===== src/slm_pkg.sv =====
`timescale 1ns / 1ps
`default_nettype none

package slm_pkg;

   localparam int SECTIONS           = 16;
   localparam int FRAMES_PER_SUMMARY = 64;
   localparam int SEC_AW             = (SECTIONS > 1) ? $clog2(SECTIONS) : 1;

   localparam int TS_W       = 32;
   localparam int TOTAL_W    = 40;
   localparam int FRAC_W     = 8;
   localparam int FRAMES_W   = 11;
   localparam int SLOT_W     = 5;
   localparam int CSR_IDX_W  = 3;
   localparam int CSR_DATA_W = 16;

   localparam logic [SLOT_W-1:0] FRAME_SLOT = 5'd16;

   // Event codes.
   localparam logic [1:0] OP_FRAME_BEGIN   = 2'd0;
   localparam logic [1:0] OP_FRAME_END     = 2'd1;
   localparam logic [1:0] OP_SECTION_BEGIN = 2'd2;
   localparam logic [1:0] OP_SECTION_END   = 2'd3;

   // Record kinds; KIND_DONE marks the end of a summary walk.
   localparam logic [1:0] KIND_AVG  = 2'd0;
   localparam logic [1:0] KIND_MIN  = 2'd1;
   localparam logic [1:0] KIND_MAX  = 2'd2;
   localparam logic [1:0] KIND_DONE = 2'd3;

   // Register indexes.
   localparam logic [CSR_IDX_W-1:0] CSR_PROFILING_ON = 3'd0;
   localparam logic [CSR_IDX_W-1:0] CSR_SECTION_MASK = 3'd1;
   localparam logic [CSR_IDX_W-1:0] CSR_SHOW_AVERAGE = 3'd2;
   localparam logic [CSR_IDX_W-1:0] CSR_SHOW_MINIMUM = 3'd3;
   localparam logic [CSR_IDX_W-1:0] CSR_SHOW_MAXIMUM = 3'd4;

   typedef struct packed {
      logic [1:0]      op;
      logic [3:0]      section_id;
      logic [TS_W-1:0] timestamp_ms;
   } req_payload_type;

   typedef struct packed {
      logic [1:0]         stat_kind;
      logic [SLOT_W-1:0]  slot;
      logic [TOTAL_W-1:0] value;
      logic               last;
   } rsp_payload_type;

   typedef struct packed {
      logic [TOTAL_W-1:0] tot;
      logic [TS_W-1:0]    lo;
      logic [TS_W-1:0]    hi;
   } agg_type;

   typedef struct packed {
      logic capture;
      logic exec;
      logic sum_init;
      logic advance;
      logic rd_slot;
      logic load_out;
      logic sum_clear;
   } ctrl_cmd_type;

   typedef struct packed {
      logic sum_due;
      logic seq_done;
      logic skip;
      logic out_free;
   } dp_status_type;

endpackage

`default_nettype wire


===== src/slm_datapath.sv =====
`timescale 1ns / 1ps
`default_nettype none

module slm_datapath (
   input  logic                                 clock,
   input  logic                                 reset,
   input  slm_pkg::req_payload_type             req_payload,
   input  logic                                 csr_we,
   input  logic [slm_pkg::CSR_IDX_W-1:0]        csr_index,
   input  logic [slm_pkg::CSR_DATA_W-1:0]       csr_wdata,
   output logic                                 rsp_valid,
   input  logic                                 rsp_stall,
   output slm_pkg::rsp_payload_type             rsp_payload,
   input  slm_pkg::ctrl_cmd_type                cmd,
   output slm_pkg::dp_status_type               sts
);

   function automatic slm_pkg::agg_type accumulate(input slm_pkg::agg_type a,
                                                   input logic [slm_pkg::TS_W-1:0] e);
      logic [slm_pkg::TOTAL_W:0] sum;
      slm_pkg::agg_type          r;
      sum   = {1'b0, a.tot} + {{(slm_pkg::TOTAL_W - slm_pkg::TS_W + 1){1'b0}}, e};
      r.tot = sum[slm_pkg::TOTAL_W] ? '1 : sum[slm_pkg::TOTAL_W-1:0];
      r.lo  = ((a.lo == '0) || (e < a.lo)) ? e : a.lo;
      r.hi  = (e > a.hi) ? e : a.hi;
      return r;
   endfunction

   // Section store: one read port with a registered output, one write port.
   slm_pkg::agg_type          agg_mem   [slm_pkg::SECTIONS];
   logic [slm_pkg::TS_W-1:0]  start_mem [slm_pkg::SECTIONS];

   logic                                profiling_on_ff, profiling_on_in;
   logic [15:0]                         section_mask_ff, section_mask_in;
   logic [2:0]                          show_ff, show_in;
   slm_pkg::req_payload_type            item_ff, item_in;
   logic [slm_pkg::SECTIONS-1:0]        started_ff, started_in;
   logic [slm_pkg::SECTIONS-1:0]        agg_valid_ff, agg_valid_in;
   logic [slm_pkg::TS_W-1:0]            frame_start_ff, frame_start_in;
   logic                                frame_started_ff, frame_started_in;
   slm_pkg::agg_type                    frame_agg_ff, frame_agg_in;
   logic [slm_pkg::FRAMES_W-1:0]        frames_seen_ff, frames_seen_in;
   logic [1:0]                          kind_ff, kind_in;
   logic [slm_pkg::SLOT_W-1:0]          slot_ff, slot_in;
   slm_pkg::agg_type                    rd_agg_ff;
   logic [slm_pkg::TS_W-1:0]            rd_start_ff;
   logic                                rd_valid_ff;
   logic                                rsp_valid_ff, rsp_valid_in;
   slm_pkg::rsp_payload_type            rsp_payload_ff, rsp_payload_in;

   logic [slm_pkg::SEC_AW-1:0]          rd_addr;
   logic                                rd_en;
   logic [slm_pkg::SEC_AW-1:0]          item_idx;
   logic                                item_sec_on;
   logic [slm_pkg::TS_W-1:0]            sec_elapsed;
   logic [slm_pkg::TS_W-1:0]            frame_elapsed;
   slm_pkg::agg_type                    sec_base;
   slm_pkg::agg_type                    sec_new;
   logic [slm_pkg::FRAMES_W-1:0]        frames_next;
   logic                                do_frame_end;
   logic                                do_sec_begin;
   logic                                do_sec_end;
   logic                                clear_all;
   logic [3:0]                          show_vec;
   logic                                frame_slot;
   slm_pkg::agg_type                    sum_agg;
   logic [slm_pkg::TOTAL_W+slm_pkg::FRAC_W-1:0] scaled_total;
   logic [slm_pkg::TOTAL_W+slm_pkg::FRAC_W-1:0] avg_full;
   logic [slm_pkg::TOTAL_W-1:0]         stat_value;
   logic [3:0]                          later_shown;

   assign rd_en   = cmd.capture || cmd.rd_slot;
   assign rd_addr = cmd.rd_slot ? slot_ff[slm_pkg::SEC_AW-1:0]
                                : req_payload.section_id[slm_pkg::SEC_AW-1:0];

   always_ff @(posedge clock) begin
      if (rd_en) begin
         rd_agg_ff   <= agg_mem[rd_addr];
         rd_start_ff <= start_mem[rd_addr];
         rd_valid_ff <= agg_valid_ff[rd_addr];
      end
      if (do_sec_begin) begin
         start_mem[item_idx] <= item_ff.timestamp_ms;
      end
      if (do_sec_end) begin
         agg_mem[item_idx] <= sec_new;
      end
   end

   // Event decode for the item held in item_ff.
   assign item_idx    = item_ff.section_id[slm_pkg::SEC_AW-1:0];
   assign item_sec_on = ({1'b0, item_ff.section_id} < 5'(slm_pkg::SECTIONS))
                        && section_mask_ff[item_ff.section_id];
   assign sec_elapsed   = item_ff.timestamp_ms - rd_start_ff;
   assign frame_elapsed = item_ff.timestamp_ms - frame_start_ff;
   assign sec_base      = rd_valid_ff ? rd_agg_ff : '0;
   assign sec_new       = accumulate(sec_base, sec_elapsed);
   assign frames_next   = frames_seen_ff + 1'b1;

   assign do_frame_end = cmd.exec && profiling_on_ff && (item_ff.op == slm_pkg::OP_FRAME_END)
                         && frame_started_ff;
   assign do_sec_begin = cmd.exec && profiling_on_ff
                         && (item_ff.op == slm_pkg::OP_SECTION_BEGIN) && item_sec_on;
   assign do_sec_end   = cmd.exec && profiling_on_ff && (item_ff.op == slm_pkg::OP_SECTION_END)
                         && item_sec_on && started_ff[item_idx];

   assign clear_all = cmd.sum_clear
                      || (csr_we && (csr_index == slm_pkg::CSR_PROFILING_ON) && csr_wdata[0]);

   // Summary walk over kinds and slots.
   assign show_vec    = {1'b0, show_ff};
   assign frame_slot  = (slot_ff == slm_pkg::FRAME_SLOT);
   assign sum_agg     = frame_slot ? frame_agg_ff : (rd_valid_ff ? rd_agg_ff : '0);
   assign scaled_total = {sum_agg.tot, {slm_pkg::FRAC_W{1'b0}}};
   assign avg_full     = scaled_total / slm_pkg::FRAMES_PER_SUMMARY;
   assign later_shown  = show_vec >> (3'(kind_ff) + 3'd1);

   always_comb begin
      unique case (kind_ff)
         slm_pkg::KIND_AVG: stat_value = avg_full[slm_pkg::TOTAL_W-1:0];
         slm_pkg::KIND_MIN: stat_value = {sum_agg.lo, {slm_pkg::FRAC_W{1'b0}}};
         default:           stat_value = {sum_agg.hi, {slm_pkg::FRAC_W{1'b0}}};
      endcase
   end

   assign sts.sum_due  = do_frame_end
                         && (frames_next >= slm_pkg::FRAMES_W'(slm_pkg::FRAMES_PER_SUMMARY));
   assign sts.seq_done = (kind_ff == slm_pkg::KIND_DONE);
   assign sts.skip     = !show_vec[kind_ff] || (!frame_slot && !section_mask_ff[slot_ff[3:0]]);
   assign sts.out_free = !rsp_valid_ff || !rsp_stall;

   always_comb begin
      profiling_on_in  = profiling_on_ff;
      section_mask_in  = section_mask_ff;
      show_in          = show_ff;
      item_in          = item_ff;
      started_in       = started_ff;
      agg_valid_in     = agg_valid_ff;
      frame_start_in   = frame_start_ff;
      frame_started_in = frame_started_ff;
      frame_agg_in     = frame_agg_ff;
      frames_seen_in   = frames_seen_ff;
      kind_in          = kind_ff;
      slot_in          = slot_ff;

      if (csr_we) begin
         unique case (csr_index)
            slm_pkg::CSR_PROFILING_ON: profiling_on_in = csr_wdata[0];
            slm_pkg::CSR_SECTION_MASK: section_mask_in = csr_wdata;
            slm_pkg::CSR_SHOW_AVERAGE: show_in[0]      = csr_wdata[0];
            slm_pkg::CSR_SHOW_MINIMUM: show_in[1]      = csr_wdata[0];
            slm_pkg::CSR_SHOW_MAXIMUM: show_in[2]      = csr_wdata[0];
            default: ;
         endcase
      end

      if (cmd.capture) begin
         item_in = req_payload;
      end

      if (cmd.exec && profiling_on_ff && (item_ff.op == slm_pkg::OP_FRAME_BEGIN)) begin
         frame_start_in   = item_ff.timestamp_ms;
         frame_started_in = 1'b1;
      end
      if (do_frame_end) begin
         frame_agg_in     = accumulate(frame_agg_ff, frame_elapsed);
         frames_seen_in   = frames_next;
         frame_started_in = 1'b0;
      end
      if (do_sec_begin) begin
         started_in[item_idx] = 1'b1;
      end
      if (do_sec_end) begin
         started_in[item_idx]   = 1'b0;
         agg_valid_in[item_idx] = 1'b1;
      end

      if (cmd.sum_init) begin
         kind_in = slm_pkg::KIND_AVG;
         slot_in = '0;
      end else if (cmd.advance) begin
         if (frame_slot || !show_vec[kind_ff]) begin
            kind_in = kind_ff + 2'd1;
            slot_in = '0;
         end else if (slot_ff + 1'b1 == slm_pkg::SLOT_W'(slm_pkg::SECTIONS)) begin
            slot_in = slm_pkg::FRAME_SLOT;
         end else begin
            slot_in = slot_ff + 1'b1;
         end
      end

      // Start times and frame_started survive a clear; the started bits do not.
      if (clear_all) begin
         started_in     = '0;
         agg_valid_in   = '0;
         frame_agg_in   = '0;
         frames_seen_in = '0;
      end
   end

   always_comb begin
      rsp_valid_in   = cmd.load_out || (rsp_valid_ff && rsp_stall);
      rsp_payload_in = rsp_payload_ff;
      if (cmd.load_out) begin
         rsp_payload_in.stat_kind = kind_ff;
         rsp_payload_in.slot      = slot_ff;
         rsp_payload_in.value     = stat_value;
         rsp_payload_in.last      = frame_slot && (later_shown == '0);
      end
   end

   always_ff @(posedge clock) begin
      if (reset) begin
         profiling_on_ff  <= 1'b0;
         section_mask_ff  <= '1;
         show_ff          <= '1;
         started_ff       <= '0;
         agg_valid_ff     <= '0;
         frame_start_ff   <= '0;
         frame_started_ff <= 1'b0;
         frame_agg_ff     <= '0;
         frames_seen_ff   <= '0;
         kind_ff          <= slm_pkg::KIND_DONE;
         slot_ff          <= '0;
         rsp_valid_ff     <= 1'b0;
      end else begin
         profiling_on_ff  <= profiling_on_in;
         section_mask_ff  <= section_mask_in;
         show_ff          <= show_in;
         started_ff       <= started_in;
         agg_valid_ff     <= agg_valid_in;
         frame_start_ff   <= frame_start_in;
         frame_started_ff <= frame_started_in;
         frame_agg_ff     <= frame_agg_in;
         frames_seen_ff   <= frames_seen_in;
         kind_ff          <= kind_in;
         slot_ff          <= slot_in;
         rsp_valid_ff     <= rsp_valid_in;
      end
   end

   always_ff @(posedge clock) begin
      item_ff        <= item_in;
      rsp_payload_ff <= rsp_payload_in;
   end

   assign rsp_valid   = rsp_valid_ff;
   assign rsp_payload = rsp_payload_ff;

endmodule

`default_nettype wire


===== config.mk =====
export PLATFORM = sky130hd
export DESIGN_NAME = slm_datapath
export DESIGN_NICKNAME = d
export VERILOG_FILES = /design/src/slm_pkg.sv /design/src/slm_datapath.sv
export SDC_FILE = /design/constraint.sdc
export NUM_CORES = 2
export LEC_CHECK = 0
export BUFFER_PORTS_ARGS = -buffer_cell sky130_fd_sc_hd__buf_4
export CAP_MARGIN = 5
export CORE_UTILIZATION = 60
export DETAILED_ROUTE_END_ITERATION = 6
export GPL_TIMING_DRIVEN = 0
export PLACE_DENSITY = 0.76
export SYNTH_ARGS = -nofsm -noshare
export SYNTH_HDL_FRONTEND = slang
export SYNTH_SLANG_ARGS = --single-unit

===== constraint.sdc =====
create_clock -name clock -period 12.1 [get_ports clock]
set_input_delay 0.605 -clock clock [delete_from_list [all_inputs] [get_ports clock]]
set_output_delay 0.605 -clock clock [all_outputs]
set_load 0.01 [all_outputs]

After elaboration in Yosys (flattened, before gate mapping). Memory sizes are Yosys's and may differ from the RTL's. A register that Yosys moved wholly into a read port is not among the register bits. Index checks and enable logic that the tools add are counted.

Flip-flop bits (word level): 295. Latch bits: 0. Bits in writable memories: 2176. Bits in read-only memories: 0. Input port bits: 68. Output and inout port bits: 53. Memories kept: 2.

Memories: agg_mem (words 16, bits a word 104, read ports 1, clocked after memory_dff 1, write ports 1, line slm_datapath.sv:30) `slm_pkg::agg_type agg_mem [slm_pkg::SECTIONS];`; start_mem (words 16, bits a word 32, read ports 1, clocked after memory_dff 1, write ports 1, line slm_datapath.sv:31) `logic [slm_pkg::TS_W-1:0] start_mem [slm_pkg::SECTIONS];`.

$add $sub $neg: 8. $mul: 0. Div/mod/pow operators: 0. Magnitude comparators: 10. Eq/ne operators: 11. Shift-type cells: 1. Mux-type cells: 31. Bitwise logic cells: 4. Reduce and logical (&&, ||, !) cells: 48.

Operators by type and width (count): 104-bit two-way mux (1); 102-bit two-way mux (1); 40-bit by 32-bit adder with 41-bit output (2); 40-bit two-way mux (2); 40-bit case mux with 2 select lines (1); 32-bit > comparator (2); 32-bit zero test (2); 32-bit < comparator (2); 32-bit two-way mux (2); 32-bit subtractor (2); 16-bit two-way mux (2); 16-bit bitwise OR (2); 16-bit AND (1); 1-bit binary-select mux with 4-bit select (4); 1-bit logical AND (16); 16-bit inverter (1); 2-bit AND reduction (8); 4-bit by 5-bit < comparator with 1-bit output (second input constant) (3); 11-bit by 1-bit adder with 11-bit output (second input constant) (1); 11-bit by 7-bit >= comparator with 1-bit output (second input constant) (1); 5-bit equality test (second input constant) (2); 1-bit two-way mux (10); 5-bit two-way mux (2); 1-bit logical OR (8); other kinds (21) (35).

Longest topological paths before layout.
Word-level depth: 8. Mapped depth: 24. Depth with buffers taken out: 23.

Worst setup path before layout. OpenSTA, ideal clock, no wires.

Path kind: register -> register. Start: register item_ff, in the netlist item_idx[1]. End: memory agg_mem[4][0] (netlist name) (enable). Data arrival time: 8864 ps. Slack: 2537 ps. Cell stages (with the launch flop): 8. Period minus slack after synthesis: 9563 ps. Cells stage by stage: edfxtp_1 buf_2 buf_2 mux4_2 mux4_2 nand4_1 or3_1 nor3_1.

Word-level cells in the longest chain between the ends: 6. Elaborated cells on any way between the ends: 8. Those cells by class: mux (6); reduce/logical (2).

Ends and longest elaborated chain: from (decl) (line slm_datapath.sv:36) `slm_pkg::req_payload_type item_ff, item_in;`; from (signal assigned) (line slm_datapath.sv:243) `item_ff <= item_in;`; 1-bit binary-select mux with 4-bit select (line slm_datapath.sv:93) `&& section_mask_ff[item_ff.section_id];`; 1-bit two-way mux (implied by the code) (line slm_datapath.sv:93); 1-bit logical AND (2 in a row) (line slm_datapath.sv:105) `&& item_sec_on && started_ff[item_idx];`; 1-bit two-way mux (line slm_datapath.sv:85) `if (do_sec_end) begin`; 1-bit two-way mux (implied by the code) (line slm_datapath.sv:86) `agg_mem[item_idx] <= sec_new;`; to (decl) (line slm_datapath.sv:30).

Parallel ways exist; a longest one is shown, timed or not. The select of a mux whose other input is x is not followed.

==> flow_metrics.py <==
metrics = {
    "layout": {
        "final_cell_count_no_fill": 10000,
        "num-fill-cells": 11500,
        "drive_above_1_share": 0.194,
        "nets": 7684,
        "final_core_utilization": 0.692,
        "area_delta_synth_final_pct": 14.7,
    },
    "clock_tree": {
        "numCtsBuffers": 277,
        "clock-root-buffer": "clkbuf_16",
        "cts.clk_slew.worst_paths_ns": 0.07,
        "cts_resized": 0,
        "cts_tree": "done",
        "clk_latency_ns": 0.94,
        "cts.sinks": 2605,
        "cts_buffer_depth": 4,
        "htreeDepth": 5,
    },
    "logic_synthesis": {
        "yosys.area.top_type": "edfxtp_1",
        "synth-compound-area-share": 0.0606,
        "yosysMostFrequentCell": "edfxtp_1",
        "synth_edf_count": 2397,
        "synthSimpleGateAreaFrac": 0.0591,
        "yosys.area_share.adder": 0.0311,
        "yosysUniqueCellTypes": 87,
        "ys_async_sr_fraction": 0,
        "synth_area_um2": 110000,
        "synth_xor_area_frac": 0.0105,
        "ys_seq_elements": 2605,
        "yosys-top-cells-area": "edfxtp_1 65%, mux4_2 11%, dfxtp_1 3.8%, ha_1 3.0%, nand2_1 1.9%",
        "netlist_instances": 6709,
        "netlist.area_leader.share": 0.651,
        "synth_top_family_by_area": "multiplexers",
        "synthMuxAreaShare": 0.129,
        "synth-main-ff-cell": "edfxtp_1",
        "netlist_top_cells_count": "2,397 x edfxtp_1, 567 x nand2_1, 563 x mux4_2, 272 x nor2_1, 268 x ha_1",
        "syn_avg_cell_area_um2": 16.5,
        "ys_seq_area_frac": 0.689,
        "ys_warn_count": 0,
    },
    "floorplan": {
        "initial_utilization": 0.604,
        "die_x_um": 431,
        "coreArea_um2": 183000,
        "die_y_um": 431,
        "rows": 157,
        "pin_count": 121,
        "dieArea_um2": 186000,
    },
    "detailed_routing": {
        "route.final.wire_length_um": 327000,
        "drt_first_pass_iters": 7,
        "drc_errors": 3,
        "vias": 66900,
        "vias_per_cell": 6.69,
        "postRouteAntennaNets": 0,
        "drt-initial-drc-count": 8878,
        "wl_per_cell_um": 32.6,
    },
    "setup_path": {
        "worstReg2RegStart": "item_ff[0]$_DFFE_PP_",
        "timing.critical_path.to_type": "flop",
        "startpoint": "item_ff[0]$_DFFE_PP_",
        "cp.arrival_ns": 9.86,
        "r2r_end": "agg_mem[12][20]$_DFFE_PP_",
        "critPathKind": "flop to flop",
        "endpoint": "agg_mem[12][20]$_DFFE_PP_",
        "worstSetupStartpointType": "flop",
        "r2r_setup_slack_ns": 2.75,
        "worstPathRequired_ns": 12.61,
        "ff2ff_path_depth": 20,
        "cp_max_fo": 18,
    },
    "pwr": {
        "power.total_uw": 23000,
        "power.leakage_uw": 0.0427,
        "power-per-cell-area_nw_per_um2": 182,
        "irDropWorstVdd_uv": 179,
    },
    "placed_design": {
        "port_buffers": 115,
        "post-place-cells": 9455,
        "hpwl_um": 225000,
        "place_congestion": 0.982,
    },
    "min_path": {
        "hold_class": "primary input to flop",
    },
    "sta": {
        "fin_setup_tns_ns": 0,
        "hold_viol": 0,
        "slew_viol_final": 12,
        "min_period_ns": 9.35,
        "grt_setup_unrepaired": "false",
        "finalCritPeriodShare": 0.773,
        "finalSetupViolations": 0,
        "worst_pin_slew_ns": 1.58,
        "fin_skew_ns": 0.0838,
        "slew_headroom": -0.0629,
        "max_freq_mhz": 107,
    },
    "status": {
        "violations": "design-rule violations, max-capacitance violations, max-slew violations",
        "status": "complete, but fails checks",
    },
    "grt": {
        "grt_pass1_vias": 66200,
        "grt-ovfl-total": 0,
        "grt_use_total": 0.352,
        "grt_first_pass_wirelength_um": 464000,
        "grt_max_degree": 61,
        "antenna_found_initial": 20,
    },
    "flow_run": {
        "cap_violations": 3,
    },
}
==> area by class of cell <==
type	count	area, µm²	area share
Sequential cell	2605	76100	0.601
Tap cell	2464	3080	0.0243
Timing Repair Buffer	355	4250	0.0335
Buffer	359	1530	0.0121
Multi-Input combinational cell	3554	32500	0.256
Clock buffer	340	7290	0.0576
Antenna cell	7	17.5	0.000138
Inverter	192	721	0.00569
Clock inverter	134	1240	0.00979
==> layer usage <==
metal  global-route usage  vias to the layer above  share of wire
met5                    0                        -        0.00083
met4                0.181                       18          0.056
met3               0.0762                      854           0.10
met2                0.553                     4124           0.47
met1                0.468                    34200           0.36
li1                     -                    27800              -
==> timing repair <==
item | 4_1_cts | 5_1_grt
setup endpoints to repair | 0 | 0
hold buffers | 56 | 0
buffers inserted | 0 | 0
hold endpoints to repair | 61 | 0
==> worst min-delay path by stage <==
stage | from | to | slack (ns) | cells past startpoint
3_3_place_gp | slot_ff[2]$_SDFFE_PP0P_ | rsp_payload[43]$_DFFE_PP_ | 0.41 | 0
5_1_grt | csr_index[0] | profiling_on_ff$_SDFFE_PP0P_ | 0.07 | 5
3_5_place_dp | slot_ff[2]$_SDFFE_PP0P_ | rsp_payload[43]$_DFFE_PP_ | 0.44 | 0
4_1_cts | csr_index[0] | profiling_on_ff$_SDFFE_PP0P_ | 0.03 | 5
6_report | csr_index[0] | profiling_on_ff$_SDFFE_PP0P_ | 0.09 | 5
2_1_floorplan | slot_ff[2]$_SDFFE_PP0P_ | rsp_payload[43]$_DFFE_PP_ | 0.41 | 0
==> where the power goes <==
part           switching (µW)  internal [µW]  leakage, µW
Combinational            2690           1060       0.0150
Clock                    3440           4740      0.00414
Sequential                127          11000       0.0236
==> per-stage QoR <==
stage | worst slack (ns) | area (µm²) | hold slack, ns
CTS | 3.09 | 126000 | 0.0309
global placement | -6.04 | 114000 | 0.413
global route | 2.60 | 127000 | 0.0750
detailed placement | 3.21 | 117000 | 0.435
floorplan | 2.54 | 110000 | 0.406
finish | 2.75 | 127000 | 0.0923
==> cells in the final DEF, fill, tap and decap left out, drive strengths merged, types with 67 or more instances in the layout <==
cell    instances
buf           434
nand3          86
a21oi         253
and2          182
o21ai         167
clkinv         94
a31oi         153
edfxtp       2397
a211oi        153
a21o           86
nor3           91
dfxtp         208
nor2          272
mux4          563
nand2         567
clkbuf        564
xor2           67
mux2i         128
inv           199
ha            268
==> state kept, by name, summed over array words and instances (netlist names), 32 cells and up <==
signal and flops:
rd_agg_ff 104, rd_start_ff 32, rsp_payload 46, frame_agg_ff 104, frame_start_ff 32, item_ff 34, agg_mem 1664, start_mem 512
==> worst max-delay path: stages, from the launching register on <==
cell       delay [ns]
edfxtp_1         0.63
inv_1            0.21
ha_1             0.24
inv_1            0.07
fa_1             0.42
a211o_1          0.30
a211oi_1         0.38
o32a_1           0.23
o21ai_1          0.10
o211ai_1         0.30
o31ai_1          0.18
a2111oi_2        0.36
xor2_1           0.95
inv_1            0.31
ha_1             0.38
nand4_1          0.16
nor4_1           0.60
o21ai_0          0.19
a32oi_1          0.98
clkbuf_1         0.70
mux2i_1          1.18
==> cell families (layout without fill, tap and decap cells) <==
logic type,after synthesis,in the layout
adder cells (fa/ha/maj),272,272
AND/OR/NAND/NOR,1405,1405
flip-flops,2605,2605
AO/OA/AOI/OAI,1022,1022
XOR/XNOR,133,133
buffers and inverters,551,1380
multiplexers,720,720
other,1,9
Note: power is estimated with default switching activity, not from simulation.
