==> src/slm_pkg.sv <==
`timescale 1ns / 1ps
`default_nettype none

package slm_pkg;

   localparam int SECTIONS           = 16;
   localparam int FRAMES_PER_SUMMARY = 64;
   localparam int SEC_AW             = (SECTIONS > 1) ? $clog2(SECTIONS) : 1;

   localparam int TS_W       = 32;
   localparam int TOTAL_W    = 40;
   localparam int FRAC_W     = 8;
   localparam int FRAMES_W   = 11;
   localparam int SLOT_W     = 5;
   localparam int CSR_IDX_W  = 3;
   localparam int CSR_DATA_W = 16;

   localparam logic [SLOT_W-1:0] FRAME_SLOT = 5'd16;

   // Event codes.
   localparam logic [1:0] OP_FRAME_BEGIN   = 2'd0;
   localparam logic [1:0] OP_FRAME_END     = 2'd1;
   localparam logic [1:0] OP_SECTION_BEGIN = 2'd2;
   localparam logic [1:0] OP_SECTION_END   = 2'd3;

   // Record kinds; KIND_DONE marks the end of a summary walk.
   localparam logic [1:0] KIND_AVG  = 2'd0;
   localparam logic [1:0] KIND_MIN  = 2'd1;
   localparam logic [1:0] KIND_MAX  = 2'd2;
   localparam logic [1:0] KIND_DONE = 2'd3;

   // Register indexes.
   localparam logic [CSR_IDX_W-1:0] CSR_PROFILING_ON = 3'd0;
   localparam logic [CSR_IDX_W-1:0] CSR_SECTION_MASK = 3'd1;
   localparam logic [CSR_IDX_W-1:0] CSR_SHOW_AVERAGE = 3'd2;
   localparam logic [CSR_IDX_W-1:0] CSR_SHOW_MINIMUM = 3'd3;
   localparam logic [CSR_IDX_W-1:0] CSR_SHOW_MAXIMUM = 3'd4;

   typedef struct packed {
      logic [1:0]      op;
      logic [3:0]      section_id;
      logic [TS_W-1:0] timestamp_ms;
   } req_payload_type;

   typedef struct packed {
      logic [1:0]         stat_kind;
      logic [SLOT_W-1:0]  slot;
      logic [TOTAL_W-1:0] value;
      logic               last;
   } rsp_payload_type;

   typedef struct packed {
      logic [TOTAL_W-1:0] tot;
      logic [TS_W-1:0]    lo;
      logic [TS_W-1:0]    hi;
   } agg_type;

   typedef struct packed {
      logic capture;
      logic exec;
      logic sum_init;
      logic advance;
      logic rd_slot;
      logic load_out;
      logic sum_clear;
   } ctrl_cmd_type;

   typedef struct packed {
      logic sum_due;
      logic seq_done;
      logic skip;
      logic out_free;
   } dp_status_type;

endpackage

`default_nettype wire

==> src/slm_ctrl.sv <==
`timescale 1ns / 1ps
`default_nettype none

module slm_ctrl (
   input  logic                   clock,
   input  logic                   reset,
   input  logic                   req_valid,
   output logic                   req_stall,
   input  slm_pkg::dp_status_type sts,
   output slm_pkg::ctrl_cmd_type  cmd
);

   localparam logic [1:0] ST_IDLE     = 2'd0;
   localparam logic [1:0] ST_EXEC     = 2'd1;
   localparam logic [1:0] ST_SUM_READ = 2'd2;
   localparam logic [1:0] ST_SUM_EMIT = 2'd3;

   logic [1:0] state_ff;
   logic [1:0] state_in;

   assign req_stall = (state_ff != ST_IDLE);

   always_comb begin
      state_in = state_ff;
      cmd      = '0;
      unique case (state_ff)
         ST_IDLE: begin
            if (req_valid) begin
               cmd.capture = 1'b1;
               state_in    = ST_EXEC;
            end
         end
         ST_EXEC: begin
            cmd.exec = 1'b1;
            if (sts.sum_due) begin
               cmd.sum_init = 1'b1;
               state_in     = ST_SUM_READ;
            end else begin
               state_in = ST_IDLE;
            end
         end
         ST_SUM_READ: begin
            if (sts.seq_done) begin
               cmd.sum_clear = 1'b1;
               state_in      = ST_IDLE;
            end else if (sts.skip) begin
               cmd.advance = 1'b1;
            end else begin
               cmd.rd_slot = 1'b1;
               state_in    = ST_SUM_EMIT;
            end
         end
         ST_SUM_EMIT: begin
            if (sts.out_free) begin
               cmd.load_out = 1'b1;
               cmd.advance  = 1'b1;
               state_in     = ST_SUM_READ;
            end
         end
         default: begin
            state_in = ST_IDLE;
         end
      endcase
   end

   always_ff @(posedge clock) begin
      if (reset) begin
         state_ff <= ST_IDLE;
      end else begin
         state_ff <= state_in;
      end
   end

endmodule

`default_nettype wire

==> config.mk <==
export PLATFORM = sky130hd
export DESIGN_NAME = slm_ctrl
export DESIGN_NICKNAME = d
export VERILOG_FILES = /design/src/slm_pkg.sv /design/src/slm_ctrl.sv
export SDC_FILE = /design/constraint.sdc
export NUM_CORES = 1
export LEC_CHECK = 0
export ABC_AREA = 1
export BUFFER_PORTS_ARGS = -buffer_cell sky130_fd_sc_hd__clkbuf_2
export CORE_AREA = 2 2 39 41
export DETAILED_ROUTE_END_ITERATION = 10
export DIE_AREA = 0 0 41 43
export PLACE_DENSITY_LB_ADDON = 0.05
export SLEW_MARGIN = 10
export SYNTH_ARGS = -nofsm -noshare
export SYNTH_HDL_FRONTEND = slang
export SYNTH_SLANG_ARGS = --single-unit
==> constraint.sdc <==
create_clock -name clock -period 1.2 [get_ports clock]
set_input_delay 0.24 -clock clock [delete_from_list [all_inputs] [get_ports clock]]
set_output_delay 0.24 -clock clock [all_outputs]
set_load 0.01 [all_outputs]
# Word level (Yosys, flattened, before mapping)
# Index checks and enable logic that the tools add are counted.
# classes
eq_ne	6
muxes	19
n_reduce_logical	3
# ops
op	count
two-way mux 2 bit	7
two-way mux 1 bit	10
case mux 2 bit (4 select lines)	1
equality test 2 bit (second input constant)	2
!= test 2 bit (second input constant)	2
!= test 3 bit (second input constant)	1
AND reduction 3 bit	1
equality test 2 x 1 -> 1 bit (second input constant)	1
zero test 2 bit	1
case mux 1 bit (2 select lines)	1
nonzero test 2 bit	1
# word_totals
reg_bits	2
input_bits	7
out_inout_bits	8
elab_cells	29

# Longest topological paths before layout
# Gate-level depths: netlist of run 1.
# depth
word_depth	3
ltp_mapped	5
mapped_depth_nobuf	5

# Worst setup path before layout of run 1
# Ideal clock, no wire load.
# synth_timing
kind	register to output
from	reg state_ff[1]
to	out cmd[2] (netlist name)
arrival_ps	813
required_time_ps	960
setup_slack_ps	147
stages_incl_launch_ff	5
n_path_buf	0
path_cell_list	dfxtp_1 > inv_1 > nor2_1 > nand2_1 > nor2_1
# synth_rtl
item	line_no	rtl
start, declared	slm_ctrl.sv:18	logic [1:0] state_ff;
start signal, assigned	slm_ctrl.sv:70	state_ff <= state_in;
end, declared	slm_ctrl.sv:10	output slm_pkg::ctrl_cmd_type cmd

==> metrics.md, run 1 <==
| Metric | Value |
|---|---|
| Diodes inserted | 0 |
| DRC viols | 0 |
| Share of cells above drive strength 1 | 70.6% |
| Clock Power Share | 41.1% |
| CTS HTree Levels | 1 |
| Area leader, netlist | dfxtp_1 |
| Area grow syn2layout | 123% |
| Num CTS Buffers | 3 |
| Tcrit/Tclk final | 104% |
| CTS tree | done |
| Endpoints failing setup | 5 |
| Worst setup margin | -0.0471 ns |
| Combinational power share | 33.6% |
| Area share of xor/xnor cells in the synthesized design | 0% |
| Placement Rows | 14 |
| Syn avg cell area | 5.57 µm² |
| DRT Pass-1 Iters | 4 |
| Worst Setup End Kind | output port |
| Non-filler cells, final | 67 |
| Slowest Stage Delay on Critical Path | 0.35 ns |
| Mapped Cells | 29 |
| Crit-path max FO | 5 |
| Via Count | 251 |
| Library cells used by synthesis | 12 |
| Max cap viols | 0 |
| Post-Synth Simple-Gate Area | 39.5% |
| Placer Congestion | 0.735 |
| Die area | 0.00176 mm² |
| Hold Crit Start | reset |
| Pwr Density | 1000 mW/mm² |
| Status | finished, violations left |
| Worst hold path class | in2reg |
| RR Startpoint | state_ff[1] |
| Chip width | 41 µm |
| RSZ-0062 raised after global routing | yes |
| Critical Path AT | 1.01 ns |
| Die Y | 43 µm |
| Measured slew at the worst slew-check pin | 0.134 ns |
| Core Area | 0.00138 mm² |
| Area share of fa/ha/maj cells after synthesis | 0% |
| Final WL | 545 µm |
| Post-synth top area share | 24.8% |
| Largest registers | state_ff: 2 flops |
| Register Area | 47.5 µm² |
| Mux contribution to synthesized area | 0% |
| CTS Root Cell | clkbuf_4 |
| I/O Buffers | 14 |
| First-pass GRT wire length | 793 µm |
| Area of the mapped netlist | 161 µm² |
| Total GRT Usage | 7.00% |
| Reg2reg path depth | 6 |
| Clock Pin Slew Worst Setup and Hold Paths | 0.03 ns |
| Most common cell after layout, fill and taps aside | clkbuf_2 |
| I/O pin total | 15 |
| Max-slew violations | 0 |
| Sequential Power Share | 25.4% |
| Crit path required time | 0.96 ns |
| Initial antenna violation count | 0 |
| Fmax | 0.802 GHz |
| Seq cells post-synth | 2 |
| Largest family of logic cells by synthesized area | simple AND/OR/NAND/NOR gates |
| Critical path type | reg2out |
| Worst skew pair latency | 0.22 ns |
| Grt ovf | 0 |
| Vias in the first global route | 222 |
| Slowest-stage cell, CP | dfxtp_4 |
| Worst hold stages | 2 |
| Post-synthesis compound-gate area fraction | 17.1% |
| Maximum clock insertion buffer count | 2 |
| VDD IR max | 0.277 mV |
| Routed len/inst | 8.13 µm |
| Failing checks | setup timing |
| Synth Net Count | 36 |
| Power Internal | 0.247 mW |
| Post-route antenna net violation count | 0 |
| CP startpoint kind | register |
| Pin count of the biggest net entering global routing | 7 |
| Crit path time final | 1.25 ns |
| Fin. Hold Viols | 0 |
| Top cells by area, synth | dfxtp_1, inv_1, nor2_1 |
| Via-to-Cell Ratio | 3.75 |
| NetSw | 0.115 mW |
| Area of the multi-input gates | 123 µm² |
| Fill cells | 160 |
| Switching share of power | 31.9% |
| Hold endpoint | state_ff[1] |
| Dpl cells | 61 |
| FF-to-FF setup slack | 0.24 ns |
| Max-slew headroom | 91.0% |
| Post-DP HPWL | 434 µm |
| Final Net Count | 60 |
| Setup slack after placement | 0.00181 ns |
| Final Skew | 0.00163 ns |
| Largest Register | state_ff |
| Clk sink count | 2 |
| Initial DRC count | 4 |
| Max reg flops | 2 |
| Initial Utilization | 11.7% |
| Seq/Total Area, Yosys | 24.8% |
| Most frequent cells in the layout | clkbuf_2, inv_1, buf_2, buf_4 |
| Crit Reg-Reg Endpoint | state_ff[0] |
| Leak Pwr | 0.197 nW |
| Yosys warning count | 0 |
| CP cell instances | buf_6 > nor2_4 > inv_2 > nor2_2 > buf_2 |
how the worst max path moves through the flow:
stage	cells after the start	startpoint	slack, ns	to
final	5	state_ff[1]	-0.05	cmd[6]
after global routing	5	state_ff[1]	-0.12	cmd[2]
after CTS	5	state_ff[1]	-0.12	cmd[6]
after detailed placement	5	state_ff[1]	0.002	cmd[3]
after global placement	5	state_ff[1]	0.03	cmd[3]
after floorplan	4	state_ff[1]	0.15	cmd[2]
layout make-up:
class                   instances  area share, %
multi-input cells              19           34.0
repair buffers                 19           32.6
flip-flops and latches          2           13.2
inverters                       8           8.33
clock buffers                   3           6.25
well taps                      16           5.56
power groups by stage:
| stage | clock (mW) | combinational, mW | sequential, mW |
|---|---|---|---|
| 6_report | 0.149 | 0.121 | 0.0918 |
| 2_1_floorplan | 0 | 0.0496 | 0.0842 |
| 3_3_place_gp | 0 | 0.0917 | 0.0869 |
| 5_1_grt | 0.164 | 0.133 | 0.0938 |
| 4_1_cts | 0.158 | 0.112 | 0.0904 |
| 3_5_place_dp | 0 | 0.0901 | 0.0871 |
cell usage after synthesis, drive strengths merged:
master  instances
inv             8
nor2            7
nand2           5
a21oi           2
dfxtp           2
a31oi           1
nand3           1
nand4           1
nor3            1
o21ai           1
what timing repair did:
item | CTS | global route
gates resized for setup | 12 | 11
hold buffers | 0 | 0
endpoints found under the setup margin | 8 | 7
pin swaps | 3 | 5
buffers inserted | 3 | 0
layer usage:
| layer | vias to the layer above | wire (µm) | GRT usage, % |
|---|---|---|---|
| met1 | 111 | 241 | 7.62 |
| met3 | 0 | 16 | 3.14 |
| li1 | 134 | - | - |
| met2 | 6 | 286 | 9.69 |
| met4 | 0 | 0 | 6.00 |
| met5 | - | 0 | 0 |
worst max-delay path, delay by kind of cell (launching register included):
family,cells,cell delay (ns)
and+or+nand+nor,2,0.14
buffers and inverters,3,0.29
DFF,1,0.35
metrics by stage:
stage | setup TNS [ns] | power, mW | util (%) | instance area, µm² | hold slack [ns]
after floorplan | 0 | 0.134 | - | 161 | 0.306
after global placement | 0 | 0.179 | 19.3 | 267 | 0.432
after detailed placement | 0 | 0.177 | 19.3 | 267 | 0.432
after CTS | -0.367 | 0.360 | 24.4 | 338 | 0.185
after global routing | -0.547 | 0.391 | 26.0 | 360 | 0.190
final | -0.193 | 0.362 | 26.0 | 360 | 0.193
cells by family (layout without fill, tap and decap cells):
kind of cell / Yosys count / after routing
buffers and inverters: 8 / 30
DFF: 2 / 2
and+or+nand+nor: 15 / 15
AOI/OAI and AO/OA: 4 / 4
No activity file was read; power rests on OpenSTA's default activity.
==> run 2, diff against run 1 <==
Settings changed: RECOVER_POWER set to 100.
Clock period 1.2 ns to 1.6 ns, I/O delays scaled along.
==> metrics.md, run 2 (synthesis results as in run 1) <==
| Metric | Value |
|---|---|
| Setup Fix Bufs, Post-CTS | 0 (was 3) |
| Largest registers | state_ff: 2 flops (unchanged) |
| Post-route antenna net violation count | 0 (unchanged) |
| Measured slew at the worst slew-check pin | 0.154 ns (was 0.134 ns) |
| RSZ-0062 raised after global routing | no (was yes) |
| Grt ovf | 0 (unchanged) |
| Area grow syn2layout | 65.9% (was 123%) |
| Maximum clock insertion buffer count | 2 (unchanged) |
| Crit path required time | 1.28 ns (was 0.96 ns) |
| Placement Rows | 14 (unchanged) |
| Tcrit/Tclk final | 90.8% |
| Leak Pwr | 0.141 nW (was 0.197 nW) |
| Endpoints failing setup | 0 (was 5) |
| Hold Buf Count CTS | 0 (unchanged) |
| Final Net Count | 55 (was 60) |
| CP cell instances | inv_1 > nor2_1 > nand2_1 > nor2_1 > clkbuf_1 (was buf_6 > nor2_4 > inv_2 > nor2_2 > buf_2) |
| DRT Pass-1 Iters | 4 (unchanged) |
| Max-slew violations | 0 (unchanged) |
| I/O pin total | 15 (unchanged) |
| First-pass GRT wire length | 821 µm (was 793 µm) |
| Slowest Stage Delay on Critical Path | 0.37 ns (was 0.35 ns) |
| Chip width | 41 µm (unchanged) |
| Max reg flops | 2 (unchanged) |
| I/O Buffers | 14 (unchanged) |
| CP startpoint kind | register (unchanged) |
| Fin. Hold Viols | 0 (unchanged) |
| Combinational power share | 25.0% (was 33.6%) |
| Diodes inserted | 0 (unchanged) |
| Via Count | 226 (was 251) |
| Sequential Power Share | 27.6% (was 25.4%) |
| Worst skew pair latency | 0.23 ns (was 0.22 ns) |
| Fin util | 19.3% (was 26.0%) |
| CTS HTree Levels | 1 (unchanged) |
| Initial DRC count | 5 (was 4) |
| Crit-path max FO | 6 (was 5) |
| Fmax | 0.689 GHz |
| Placer Congestion | 0.625 (was 0.735) |
| Clock Pin Slew Worst Setup and Hold Paths | 0.03 ns (about the same) |
| Switching share of power | 31.8% (was 31.9%) |
| Pwr Total | 0.241 mW (was 0.362 mW) |
| Post-DP HPWL | 428 µm (was 434 µm) |
| Initial Utilization | 11.7% (unchanged) |
| Most frequent CP cell | nor2_1 |
| FF-to-FF setup slack | 0.71 ns (was 0.24 ns) |
| Pwr Density | 898 mW/mm² (was 1000 mW/mm²) |
| Setup TNS | 0 ns (was -0.193 ns) |
| Critical Path AT | 1.13 ns (was 1.01 ns) |
| Critical path type | reg2out (unchanged) |
| Routed len/inst | 8.50 µm (was 8.13 µm) |
| NetSw | 0.0765 mW (was 0.115 mW) |
| Worst Setup End Kind | output port (unchanged) |
| Fill cells | 164 (was 160) |
| Max-slew headroom | 89.6% (was 91.0%) |
| Die area | 0.00176 mm² (unchanged) |
| Crit path time final | 1.45 ns |
| Via-to-Cell Ratio | 3.65 (was 3.75) |
| Status | completed (was finished, violations left) |
| DRC viols | 0 (unchanged) |
| Vias in the first global route | 215 (was 222) |
| Slowest-stage cell, CP | dfxtp_2 (was dfxtp_4) |
| Total GRT Usage | 7.70% (was 7.00%) |
| Clock Power Share | 47.5% (was 41.1%) |
| Num CTS Buffers | 3 (unchanged) |
| Clk sink count | 2 (unchanged) |
| CTS tree | done (unchanged) |
| Dpl cells | 59 (was 61) |
| Share of cells above drive strength 1 | 32.6% (was 70.6%) |
| Most frequent cells in the layout | inv_1, clkbuf_2, clkbuf_1, nor2_1, nand2_1 (was clkbuf_2, inv_1, buf_2, buf_4) |
| Pin count of the biggest net entering global routing | 8 (was 7) |
| Largest Register | state_ff (unchanged) |
| Core Area | 0.00138 mm² (unchanged) |
| CTS Root Cell | clkbuf_4 (unchanged) |
| Final WL | 527 µm (was 545 µm) |
| Post-CTS Resized | 0 (was 12) |
| Initial antenna violation count | 0 (unchanged) |
| Worst hold path class | in2reg (unchanged) |
| Non-filler cells, final | 62 (was 67) |
| WHS | 0.275 ns (was 0.193 ns) |
| Die Y | 43 µm (unchanged) |
| Final Skew | 0.00159 ns (was 0.00163 ns) |
| VDD IR max | 0.187 mV (was 0.277 mV) |
| Max cap viols | 0 (unchanged) |
| Power Internal | 0.164 mW (was 0.247 mW) |
## run 2: changes by cell type in the layout (fill, tap and decap cells not counted), moves of 3 or more
cell      delta
buf_4        -4
clkbuf_1     +7
buf_2        -4
nor2_1       +3
## run 2: metrics by stage
| stage | instance area, µm² | setup WS [ns] |
|---|---|---|
| finish | 268 | 0.148 |
| global route | 268 | 0.0444 |
| CTS | 274 | 0.0425 |
| detailed placement | 251 | 0.288 |
| global placement | 251 | 0.335 |
| floorplan | 161 | 0.467 |
## run 2: area by class of cell
type                    count  area [µm²]  share of cell area (%)
multi-input cells          19        91.3                    34.1
repair buffers             14        61.3                    22.9
flip-flops and latches      2        42.5                    15.9
inverters                   8        30.0                    11.2
clock buffers               3        22.5                    8.41
well taps                  16        20.0                    7.48
## run 2: critical path: cells and delay by family, from the launching register on
kind                   cells  cell delay [ns]
DFF                        1             0.37
buffers and inverters      2             0.22
and+or+nand+nor            3             0.31
## run 2: power by group through the flow
stage          registers, mW  clock network [mW]  logic, mW
6_report              0.0664               0.114     0.0600
3_5_place_dp          0.0662                   0     0.0641
2_1_floorplan         0.0632                   0     0.0372
3_3_place_gp          0.0657                   0     0.0650
5_1_grt               0.0676               0.129     0.0675
4_1_cts               0.0655               0.120     0.0644
## run 2: worst paths after layout
check,from,to,cells past startpoint
worst min-delay path,reset,state_ff[1],2
worst max register to register,state_ff[1],state_ff[0],5
worst max-delay path,state_ff[1],cmd[2],5
worst min register to register,state_ff[1],state_ff[0],2
## run 2: layer usage
| layer | up-vias | GRT usage, % | routed length (µm) |
|---|---|---|---|
| met1 | 95 | 7.94 | 225 |
| met5 | - | 0 | 0 |
| met3 | 0 | 4.71 | 31 |
| met4 | 0 | 8.00 | 0 |
| met2 | 8 | 9.69 | 270 |
| li1 | 123 | - | - |
==> run 3, diff against run 2 <==
Settings changed: CTS_BUF_LIST set to sky130_fd_sc_hd__clkbuf_8 sky130_fd_sc_hd__clkbuf_16.
==> metrics.md, run 3 (synthesis results as in run 1) <==
| Metric | Value |
|---|---|
| Max reg flops | 2 (unchanged) |
| Die Y | 43 µm (unchanged) |
| Tcrit/Tclk final | 89.6% (was 90.8%) |
| Pwr Density | 1120 mW/mm² (was 898 mW/mm²) |
| Max cap viols | 0 (unchanged) |
| CTS Root Cell | clkbuf_8 (was clkbuf_4) |
| Largest Register | state_ff (unchanged) |
| Final Cell Area | 287 µm² (was 268 µm²) |
| Worst Setup End Kind | output port (unchanged) |
| Post-CTS Resized | 0 (unchanged) |
| CP cell instances | inv_1 > nor2_1 > nand2_1 > nor2_1 > clkbuf_1 (unchanged) |
| Most frequent CP cell | nor2_1 (unchanged) |
| Pwr Total | 0.322 mW (was 0.241 mW) |
| Largest registers | state_ff: 2 flops (unchanged) |
| CTS HTree Levels | 1 (unchanged) |
| DRT Pass-1 Iters | 2 (was 4) |
| Die area | 0.00176 mm² (unchanged) |
| Pin count of the biggest net entering global routing | 8 (unchanged) |
| Diodes inserted | 0 (unchanged) |
| VDD IR max | 0.250 mV (was 0.187 mV) |
| Via-to-Cell Ratio | 3.65 (unchanged) |
| First-pass GRT wire length | 807 µm (was 821 µm) |
| DRC viols | 0 (unchanged) |
| Via Count | 226 (unchanged) |
| RR Startpoint | state_ff[1] (unchanged) |
| Post-route antenna net violation count | 0 (unchanged) |
| Worst skew pair latency | 0.21 ns (was 0.23 ns) |
| CTS tree | done (unchanged) |
| Worst hold path class | in2reg (unchanged) |
| Total GRT Usage | 7.60% (was 7.70%) |
| Area grow syn2layout | 77.5% (was 65.9%) |
| Setup Fix Bufs, Post-CTS | 0 (unchanged) |
| Setup TNS | 0 ns (unchanged) |
| Clk sink count | 2 (unchanged) |
| Fin. Hold Viols | 0 (unchanged) |
| Placed cell area | 251 µm² (unchanged) |
| Placer Congestion | 0.625 (unchanged) |
| Clock Pin Slew Worst Setup and Hold Paths | 0.03 ns (about the same) |
| Initial antenna violation count | 0 (unchanged) |
| Endpoints failing setup | 0 (unchanged) |
| Chip width | 41 µm (unchanged) |
| I/O Buffers | 14 (unchanged) |
| Fmax | 0.697 GHz (was 0.689 GHz) |
| Post-DP HPWL | 428 µm (unchanged) |
| Max-slew headroom | 89.6% (about the same) |
| Worst setup margin | 0.166 ns (was 0.148 ns) |
| RSZ-0062 raised after global routing | no (unchanged) |
| Setup slack after placement | 0.288 ns (unchanged) |
| Final Skew | 0.0000723 ns (was 0.00159 ns) |
| Fin util | 20.7% (was 19.3%) |
| Crit path buf inv count | 2 (unchanged) |
| Area of the multi-input gates | 91.3 µm² (unchanged) |
| Share of cells above drive strength 1 | 32.6% (unchanged) |
| Routed len/inst | 8.45 µm (was 8.50 µm) |
| Slowest Stage Delay on Critical Path | 0.37 ns (about the same) |
| Fill cells | 166 (was 164) |
| I/O pin total | 15 (unchanged) |
| Critical Path AT | 1.11 ns (was 1.13 ns) |
| Measured slew at the worst slew-check pin | 0.154 ns (about the same) |
| Slowest-stage cell, CP | dfxtp_2 (unchanged) |
| Leak Pwr | 0.149 nW (was 0.141 nW) |
| Crit path required time | 1.28 ns (about the same) |
| Grt ovf | 0 (unchanged) |
| Max-slew violations | 0 (unchanged) |
| Core Area | 0.00138 mm² (unchanged) |
| Initial DRC count | 5 (unchanged) |
| Hold Crit Start | reset (unchanged) |
| Vias in the first global route | 212 (was 215) |
| CP startpoint kind | register (unchanged) |
| Largest delay share family, worst path | flip-flops (unchanged) |
| Final WL | 524 µm (was 527 µm) |
| Crit path time final | 1.43 ns (was 1.45 ns) |
| Initial Utilization | 11.7% (unchanged) |
| Hold Buf Count CTS | 0 (unchanged) |
| Most frequent cells in the layout | inv_1, clkbuf_2, clkbuf_1, nor2_1, nand2_1 (unchanged) |
| Worst Setup SP | state_ff[1] (unchanged) |
| Placement Rows | 14 (unchanged) |
| Maximum clock insertion buffer count | 2 (unchanged) |
| Crit-path max FO | 6 (unchanged) |
| Num CTS Buffers | 3 (unchanged) |
| Critical path type | reg2out (unchanged) |
| Status | completed (unchanged) |
| Final Net Count | 55 (unchanged) |
| Register Area | 42.5 µm² (unchanged) |
run 3: layer usage:
metal  GRT usage (%)  vias to the layer above  part of all wire (%)
li1                -                      123                     -
met1            7.94                       97                    43
met2            9.38                        6                    52
met3            4.71                        0                   4.6
met4            8.00                        0                     0
met5               0                        -                     0
run 3: report_power, final:
part	switching, mW	internal (mW)	leakage, nW
Sequential	0.00980	0.0567	0.0172
Combinational	0.0358	0.0244	0.110
Clock	0.0363	0.159	0.0216
run 3: worst paths after layout:
kind                      end  slack (ns)  depth (start not counted)
setup / recovery       cmd[2]        0.17                          5
hold / removal    state_ff[1]        0.29                          2
setup reg to reg  state_ff[0]        0.71                          5
hold reg to reg   state_ff[0]        0.55                          2
run 3: layout make-up:
type / instances / area share, %
multi-input cells: 19 / 31.9
repair buffers: 14 / 21.4
flip-flops and latches: 2 / 14.8
clock buffers: 3 / 14.4
inverters: 8 / 10.5
well taps: 16 / 6.99
run 3: per-stage QoR:
stage,hold WS [ns],cells
2_1_floorplan,0.386,29
3_5_place_dp,0.512,59
5_1_grt,0.291,62
4_1_cts,0.294,62
3_3_place_gp,0.511,59
6_report,0.293,62
